### src/rtl/jsd_pkg.sv
// Shared types and constants for the JEF stitch stream decoder.
package jsd_pkg;

  localparam logic [7:0] ESC_BYTE = 8'h80;
  localparam logic [7:0] END_CODE = 8'h10;
  localparam logic [7:0] TRIM_A   = 8'h02;
  localparam logic [7:0] TRIM_B   = 8'h04;
  localparam logic [7:0] TRIM_C   = 8'h06;

  localparam int LIMIT_WIDTH = 24;
  localparam int CMP_WIDTH   = 33;
  localparam int OUT_DEPTH   = 4;
  localparam int OUT_PTR_W   = 2;
  localparam int OUT_CNT_W   = 3;

  typedef enum logic [1:0] {
    KIND_NORMAL = 2'd0,
    KIND_STOP   = 2'd1,
    KIND_TRIM   = 2'd2,
    KIND_END    = 2'd3
  } kind_t;

  typedef enum logic [1:0] {
    PH_FIRST     = 2'd0,
    PH_SECOND    = 2'd1,
    PH_ESC_FIRST = 2'd2,
    PH_ESC_SECOND = 2'd3
  } phase_t;

  typedef struct packed {
    logic signed [7:0] dx;
    logic signed [7:0] dy;
    kind_t             kind;
    logic              last;
  } result_t;

  typedef struct packed {
    logic [1:0] count;
    result_t    r0;
    result_t    r1;
  } emit_t;

endpackage

### src/rtl/jef_stitch_stream_decoder_core.sv
// JEF stitch stream decoder top level: byte stream in, stitch stream out.
// One byte is taken per clock while the four-entry result queue has room for
// two stitches; a byte yields no stitch, one, or (when the pair limit runs
// out) a stitch plus an end stitch. While m_axis_tready is high, one stitch
// drains per clock; a byte per cycle goes in. The user must set pair_limit
// on always-ready cfg only while the stream is idle; nothing enforces it.
module jef_stitch_stream_decoder_core import jsd_pkg::*; #(
  parameter int COUNT_WIDTH = 24
) (
  input  logic        clk,
  input  logic        rst,
  input  logic        s_axis_tvalid,
  output logic        s_axis_tready,
  input  logic [7:0]  s_axis_tdata,   // [7:0] data_byte
  input  logic        s_axis_tuser,   // [0] first_of_file
  output logic        m_axis_tvalid,
  input  logic        m_axis_tready,
  output logic [15:0] m_axis_tdata,   // [7:0] dx, [15:8] dy
  output logic [1:0]  m_axis_tuser,   // [1:0] stitch_kind
  output logic        m_axis_tlast,   // last
  input  logic        cfg_valid,
  output logic        cfg_ready,
  input  logic [23:0] cfg_data        // [23:0] pair_limit
);

  logic [LIMIT_WIDTH-1:0] pair_limit;
  logic                   take, pop, room;
  emit_t                  emit;
  result_t                head;
  logic [OUT_CNT_W-1:0]   level;

  assign cfg_ready     = 1'b1;
  assign s_axis_tready = room;
  assign take          = s_axis_tvalid && s_axis_tready;
  assign pop           = m_axis_tvalid && m_axis_tready;

  always_ff @(posedge clk) begin
    if (rst) begin
      pair_limit <= LIMIT_WIDTH'(1);
    end else if (cfg_valid && cfg_ready) begin
      pair_limit <= cfg_data;
    end
  end

  jsd_parser #(.COUNT_WIDTH(COUNT_WIDTH)) u_parser (
    .clk          (clk),
    .rst          (rst),
    .take         (take),
    .data_byte    (s_axis_tdata),
    .first_of_file(s_axis_tuser),
    .pair_limit   (pair_limit),
    .emit         (emit)
  );

  jsd_out_queue u_queue (
    .clk      (clk),
    .rst      (rst),
    .emit     (emit),
    .pop      (pop),
    .head     (head),
    .not_empty(m_axis_tvalid),
    .room     (room),
    .level    (level)
  );

  assign m_axis_tdata = {head.dy, head.dx};
  assign m_axis_tuser = head.kind;
  assign m_axis_tlast = head.last;

  a_level_bound: assert property (@(posedge clk) disable iff (rst)
    level <= OUT_CNT_W'(OUT_DEPTH))
    else $error("result queue overflow");

  a_end_is_last: assert property (@(posedge clk) disable iff (rst)
    m_axis_tvalid && m_axis_tuser == KIND_END |-> m_axis_tlast)
    else $error("end stitch not marked last");

  a_no_emit_stalled: assert property (@(posedge clk) disable iff (rst)
    !take |-> emit.count == 2'd0)
    else $error("stitch emitted without an accepted byte");

  a_pair_then_end: assert property (@(posedge clk) disable iff (rst)
    emit.count == 2'd2 |-> emit.r1.kind == KIND_END && !emit.r0.last)
    else $error("two-stitch burst malformed");

endmodule

### src/rtl/jsd_parser.sv
// Byte-pair parser: parse state and decode of one byte into up to two stitches.
module jsd_parser import jsd_pkg::*; #(
  parameter int COUNT_WIDTH = 24
) (
  input  logic                   clk,
  input  logic                   rst,
  input  logic                   take,
  input  logic [7:0]             data_byte,
  input  logic                   first_of_file,
  input  logic [LIMIT_WIDTH-1:0] pair_limit,
  output emit_t                  emit
);

  localparam logic [COUNT_WIDTH-1:0] SEEN_TOP = '1;

  phase_t                 phase, phase_next;
  logic [7:0]             held, held_next;
  kind_t                  pend, pend_next;
  logic [COUNT_WIDTH-1:0] seen, seen_next;
  logic                   finished, finished_next;

  // state as seen after an optional restart
  phase_t                 ph_e;
  logic [7:0]             held_e;
  kind_t                  pend_e;
  logic [COUNT_WIDTH-1:0] seen_e, seen_inc;
  logic                   fin_e;
  logic                   at_limit, inc_at_limit;
  logic                   is_esc, esc_stop, esc_trim, esc_end;

  assign ph_e   = first_of_file ? PH_FIRST : phase;
  assign held_e = first_of_file ? 8'h00 : held;
  assign pend_e = first_of_file ? KIND_NORMAL : pend;
  assign seen_e = first_of_file ? '0 : seen;
  assign fin_e  = first_of_file ? 1'b0 : finished;

  assign seen_inc     = (seen_e == SEEN_TOP) ? seen_e : seen_e + 1'b1;
  assign at_limit     = CMP_WIDTH'(seen_e) >= CMP_WIDTH'(pair_limit);
  assign inc_at_limit = CMP_WIDTH'(seen_inc) >= CMP_WIDTH'(pair_limit);

  assign is_esc   = held_e == ESC_BYTE;
  assign esc_stop = is_esc && data_byte[0];
  assign esc_trim = is_esc && (data_byte == TRIM_A || data_byte == TRIM_B ||
                               data_byte == TRIM_C);
  assign esc_end  = is_esc && data_byte == END_CODE;

  always_comb begin
    phase_next = ph_e;
    if (!fin_e) begin
      unique case (ph_e)
        PH_FIRST:      phase_next = at_limit ? PH_FIRST : PH_SECOND;
        PH_SECOND:     phase_next = (esc_stop || esc_trim) ? PH_ESC_FIRST : PH_FIRST;
        PH_ESC_FIRST:  phase_next = PH_ESC_SECOND;
        PH_ESC_SECOND: phase_next = PH_FIRST;
        default:       phase_next = PH_FIRST;
      endcase
    end
  end

  always_comb begin
    held_next     = held_e;
    pend_next     = pend_e;
    seen_next     = seen_e;
    finished_next = fin_e;
    emit          = '0;
    if (!fin_e) begin
      unique case (ph_e)
        PH_FIRST: begin
          if (at_limit) begin
            emit.count    = 2'd1;
            emit.r0       = '{dx: 8'sd0, dy: 8'sd0, kind: KIND_END, last: 1'b1};
            finished_next = 1'b1;
          end else begin
            held_next = data_byte;
          end
        end
        PH_ESC_FIRST: held_next = data_byte;
        default: begin
          seen_next = seen_inc;
          if (ph_e == PH_SECOND && esc_stop) begin
            pend_next = KIND_STOP;
          end else if (ph_e == PH_SECOND && esc_trim) begin
            pend_next = KIND_TRIM;
          end else if (ph_e == PH_SECOND && esc_end) begin
            emit.count    = 2'd1;
            emit.r0       = '{dx: 8'sd0, dy: 8'sd0, kind: KIND_END, last: 1'b1};
            finished_next = 1'b1;
          end else begin
            pend_next = KIND_NORMAL;
            emit.r0   = '{dx: held_e, dy: data_byte,
                          kind: (ph_e == PH_ESC_SECOND) ? pend_e : KIND_NORMAL,
                          last: !inc_at_limit};
            emit.r1   = '{dx: 8'sd0, dy: 8'sd0, kind: KIND_END, last: 1'b1};
            if (inc_at_limit) begin
              emit.count    = 2'd2;
              finished_next = 1'b1;
            end else begin
              emit.count = 2'd1;
            end
          end
        end
      endcase
    end
    if (!take) begin
      emit.count = 2'd0;
    end
  end

  always_ff @(posedge clk) begin
    if (rst) begin
      phase    <= PH_FIRST;
      held     <= 8'h00;
      pend     <= KIND_NORMAL;
      seen     <= '0;
      finished <= 1'b0;
    end else if (take) begin
      phase    <= phase_next;
      held     <= held_next;
      pend     <= pend_next;
      seen     <= seen_next;
      finished <= finished_next;
    end
  end

endmodule

### src/rtl/jsd_out_queue.sv
// Result queue: takes up to two stitches per cycle, hands out one per cycle.
module jsd_out_queue import jsd_pkg::*; (
  input  logic                 clk,
  input  logic                 rst,
  input  emit_t                emit,
  input  logic                 pop,
  output result_t              head,
  output logic                 not_empty,
  output logic                 room,
  output logic [OUT_CNT_W-1:0] level
);

  result_t                slots [OUT_DEPTH];
  logic [OUT_PTR_W-1:0]   wr_ptr, rd_ptr;
  logic [OUT_CNT_W-1:0]   count, count_next;
  logic [OUT_PTR_W-1:0]   wr_ptr_1;

  assign wr_ptr_1   = wr_ptr + 1'b1;
  assign head       = slots[rd_ptr];
  assign not_empty  = count != '0;
  assign room       = count <= OUT_CNT_W'(OUT_DEPTH - 2);
  assign level      = count;
  assign count_next = count + OUT_CNT_W'(emit.count) - OUT_CNT_W'(pop);

  always_ff @(posedge clk) begin
    if (emit.count != 2'd0) begin
      slots[wr_ptr] <= emit.r0;
    end
    if (emit.count == 2'd2) begin
      slots[wr_ptr_1] <= emit.r1;
    end
  end

  always_ff @(posedge clk) begin
    if (rst) begin
      wr_ptr <= '0;
      rd_ptr <= '0;
      count  <= '0;
    end else begin
      wr_ptr <= wr_ptr + OUT_PTR_W'(emit.count);
      rd_ptr <= rd_ptr + OUT_PTR_W'(pop);
      count  <= count_next;
    end
  end

endmodule

### config.mk
export PLATFORM = sky130hd
export DESIGN_NAME = jef_stitch_stream_decoder_core
export DESIGN_NICKNAME = d
export VERILOG_FILES = /design/src/rtl/jsd_pkg.sv /design/src/rtl/jef_stitch_stream_decoder_core.sv /design/src/rtl/jsd_parser.sv /design/src/rtl/jsd_out_queue.sv
export SDC_FILE = /design/constraint.sdc
export NUM_CORES = 1
export LEC_CHECK = 0
export BUFFER_PORTS_ARGS = -buffer_cell sky130_fd_sc_hd__buf_2
export CAP_MARGIN = 30
export CORE_UTILIZATION = 38
export DETAILED_ROUTE_END_ITERATION = 8
export PLACE_DENSITY = 0.66
export SYNTH_ARGS = -nofsm -noshare
export SYNTH_HDL_FRONTEND = slang
export SYNTH_SLANG_ARGS = --single-unit
### constraint.sdc
create_clock -name clk -period 14.9 [get_ports clk]
set_input_delay 0.745 -clock clk [delete_from_list [all_inputs] [get_ports clk]]
set_output_delay 0.745 -clock clk [all_outputs]
set_load 0.03 [all_outputs]
==> results.sh <==
export IMPL_status="finished, final reports clean"
export IMPL_port_buffers=58
export IMPL_post_dp_hpwl_mm=13.7
export IMPL_setup_violations=0
export IMPL_power_share_clock_pct=39.8
export IMPL_gp_congestion=0.860
export IMPL_required_ns=15.19
export IMPL_post_synth_top_area_cell="dfxtp_1"
export IMPL_finalMaxSlewViolations=0
export IMPL_avgSynthCellArea_um2=9.10
export IMPL_grt_pass1_vias=6331
export IMPL_track_usage_pct=18.2
export IMPL_globalRouteOverflowTotal=0
export IMPL_final_nets=1041
export IMPL_slowest_stage="nor4_1"
export IMPL_crit_fanout=46
export IMPL_fin_skew_ns=0.0151
export IMPL_drive_gt1_share_pct=14.7
export IMPL_ys_ff_latch=144
export IMPL_syn_nets=999
export IMPL_drv_cap=0
export IMPL_clock_root_buffer="clkbuf_16"
export IMPL_cts_hold_buffers=0
export IMPL_clock_sinks=144
export IMPL_syn_area_mm2=0.00825
export IMPL_p_int_mw=0.727
export IMPL_syn_to_final_growth_pct=13.9
export IMPL_hold_viol_final=0
export IMPL_syn_inst=907
export IMPL_yosys_warnings=0
export IMPL_cp_slowest_stage_delay_ns=0.81
export IMPL_post_drt_wl_per_cell_um=15.6
export IMPL_wirelength_mm=19.3
export IMPL_p_switching_mw=0.354
export IMPL_clk_latency_ns=0.44
export IMPL_arrival_ns=6.50
export IMPL_antenna_found_initial=0
export IMPL_rows=53
export IMPL_max_slew_margin_pct=35.9
export IMPL_drtIter0Drc=382
export IMPL_cts_tree="done"
export IMPL_rsz0062_at_grt="no"
export IMPL_drc_errors=0
export IMPL_max_clock_freq_mhz=161
export IMPL_critPathTopFamily="simple AND/OR/NAND/NOR gates"
export IMPL_ir_worst_vdd_mv=0.0843
export IMPL_combPwrFrac_pct=20.1
export IMPL_period_minus_slack_ns=6.20
export IMPL_fin_tns_setup_ns=0
export IMPL_io_pins=60
export IMPL_fp_dieW_um=149
export IMPL_synth_edf_count=12
export IMPL_worst_pin_slew_ns=0.956
export IMPL_path_buf_inv=4
export IMPL_period_share_pct=41.6
export IMPL_core_mm2=0.0212
export IMPL_cts_resized=0
export IMPL_p_leak_nw=4.08
export IMPL_min_path_type="reg -> reg"
export IMPL_die_height_um=149
export IMPL_clkTransAtPathRegs_ns=0.07
export IMPL_path_cells="buf_2, nand2b_1, inv_1, ha_1, nand3_1, nor4_1, nand2_1, nand2_1, xnor2_1, ha_1, and3_1, o21ai_0, a311oi_1, o31ai_1, nand2_1, a21oi_1, o21ai_0, inv_1, ha_1, inv_1, fa_1, xnor2_1, xnor2_1, nor2_1"
export IMPL_vias=6639
export IMPL_postRouteAntennaNets=0
export IMPL_initial_utilization_pct=39.0
export IMPL_htree_levels=4
export IMPL_ys_types=74
export IMPL_yosysSeqAreaShare_pct=36.4
export IMPL_clockBufferDepth=2
export IMPL_p_sw_share_pct=32.8
export IMPL_ys_flop_type="dfxtp_1"
export IMPL_startpoint_type="primary input"
export IMPL_fin_area_mm2=0.00940
export IMPL_drt_pass1_iter_count=5
export IMPL_avgViaCountPerCell=5.37
export IMPL_die_area_mm2=0.0223
export IMPL_netlist_area_leader_share_pct=32.0
export IMPL_grt_max_degree=66
export IMPL_critPathCaptureType="flip-flop"
export IMPL_crit_type="in -> reg"
export IMPL_pwr_share_seq_pct=40.0
export IMPL_numCtsBuffers=17
export IMPL_dpl_cell_area_mm2=0.00877
export IMPL_grt_pass1_wl_mm=32.2
export IMPL_ys_async_sr_fraction_pct=0
export IMPL_diodes=0
export IMPL_synth_area_leaders="dfxtp_1 32%, mux2i_1 11%, ha_1 8.0%, nand2_1 6.2%, mux4_2 5.2%"
export IMPL_postCtsSetupBuffers=0
export IMPL_p_per_area_mw_per_mm2=115
sequential cells by signal, summed over array words and instances, names as in the netlist:
signal,flops
u_queue.slots,76
pair_limit,24
u_parser.seen,24
u_parser.held,8
u_queue.level,3
u_parser.pend,2
u_parser.phase,2
u_queue.rd_ptr,2
u_queue.wr_ptr,2
u_parser.finished,1
cells in the final DEF, fill, tap and decap left out, drive strengths merged, types with 22 or more instances in the layout:
| cell | instances |
|---|---|
| a21oi | 39 |
| buf | 70 |
| dfxtp | 132 |
| ha | 53 |
| inv | 47 |
| mux2i | 87 |
| nand2 | 137 |
| nand3 | 35 |
| nor2 | 71 |
| nor2b | 28 |
| o21ai | 40 |
| xnor2 | 22 |
power groups by stage:
stage / clock network, mW / logic (mW) / registers (mW)
after floorplan: 0 / 0.166 / 0.433
after global placement: 0 / 0.210 / 0.443
after detailed placement: 0 / 0.219 / 0.441
after CTS: 0.439 / 0.219 / 0.433
after global routing: 0.457 / 0.241 / 0.437
final: 0.431 / 0.218 / 0.433
cell type report:
cell class                 count  area (um^2)
multi-input combinational    677         4870
clock buffer                  17          425
inverter                      39          146
timing repair buffer          70          428
tap                          275          344
sequential                   144         3000
clock inverter                15          184
fill                        2029        11800
layer usage:
metal	track usage [%]	routed length [um]	share of wire, %
met1	24.6	9130	47
met2	29.1	8870	46
met3	3.33	989	5.1
met4	5.71	264	1.4
met5	0	0	0
cell families after synthesis:
group / after synthesis / synth area share [%]
buffers and inverters: 86 / 4.76
muxes: 106 / 15.7
and+or+nand+nor: 342 / 19.5
xor gates and xnor gates: 34 / 3.61
AOI/OAI and AO/OA: 139 / 11.6
adders and majority gates: 55 / 8.40
other: 1 / 0.0454
DFF: 144 / 36.4
metrics by stage:
step / hold WS (ns) / setup WS, ns / util [%] / std cells / total power [mW]
detailed placement: 0.451 / 8.35 / 41.5 / 1204 / 0.660
global placement: 0.442 / 8.50 / 41.2 / 1201 / 0.653
floorplan: 0.435 / 8.93 / - / 907 / 0.599
global route: 0.479 / 8.18 / 44.4 / 1237 / 1.13
CTS: 0.461 / 8.77 / 44.4 / 1236 / 1.09
finish: 0.460 / 8.70 / 44.4 / 1237 / 1.08
worst min-delay path: stages (launching register included):
cell and delay [ns]:
dfxtp_1 0.31, nand2_1 0.05, mux2i_1 0.06
path summary, 6_finish.rpt:
path	startpoint	endpoint	slack, ns	depth (start not counted)
worst max-delay path	s_axis_tuser	u_queue.level[2]$_SDFF_PP0_	8.70	24
worst min-delay path	u_queue.slots[2][18]$_SDFFE_PP0N_	u_queue.slots[2][18]$_SDFFE_PP0N_	0.46	2
worst max register to register	u_parser.seen[0]$_SDFFE_PP0P_	u_queue.level[2]$_SDFF_PP0_	9.16	22
worst min register to register	u_queue.slots[2][18]$_SDFFE_PP0N_	u_queue.slots[2][18]$_SDFFE_PP0N_	0.46	2
cell usage after synthesis, types with 19 or more instances:
master,instances
a21oi_1,39
clkbuf_1,32
dfxtp_1,132
ha_1,53
inv_1,39
mux2i_1,87
mux4_2,19
nand2_1,137
nand3_1,34
nor2_1,71
nor2b_1,25
o21ai_0,25
xnor2_1,22
Note: power is estimated with default switching activity, not from simulation.
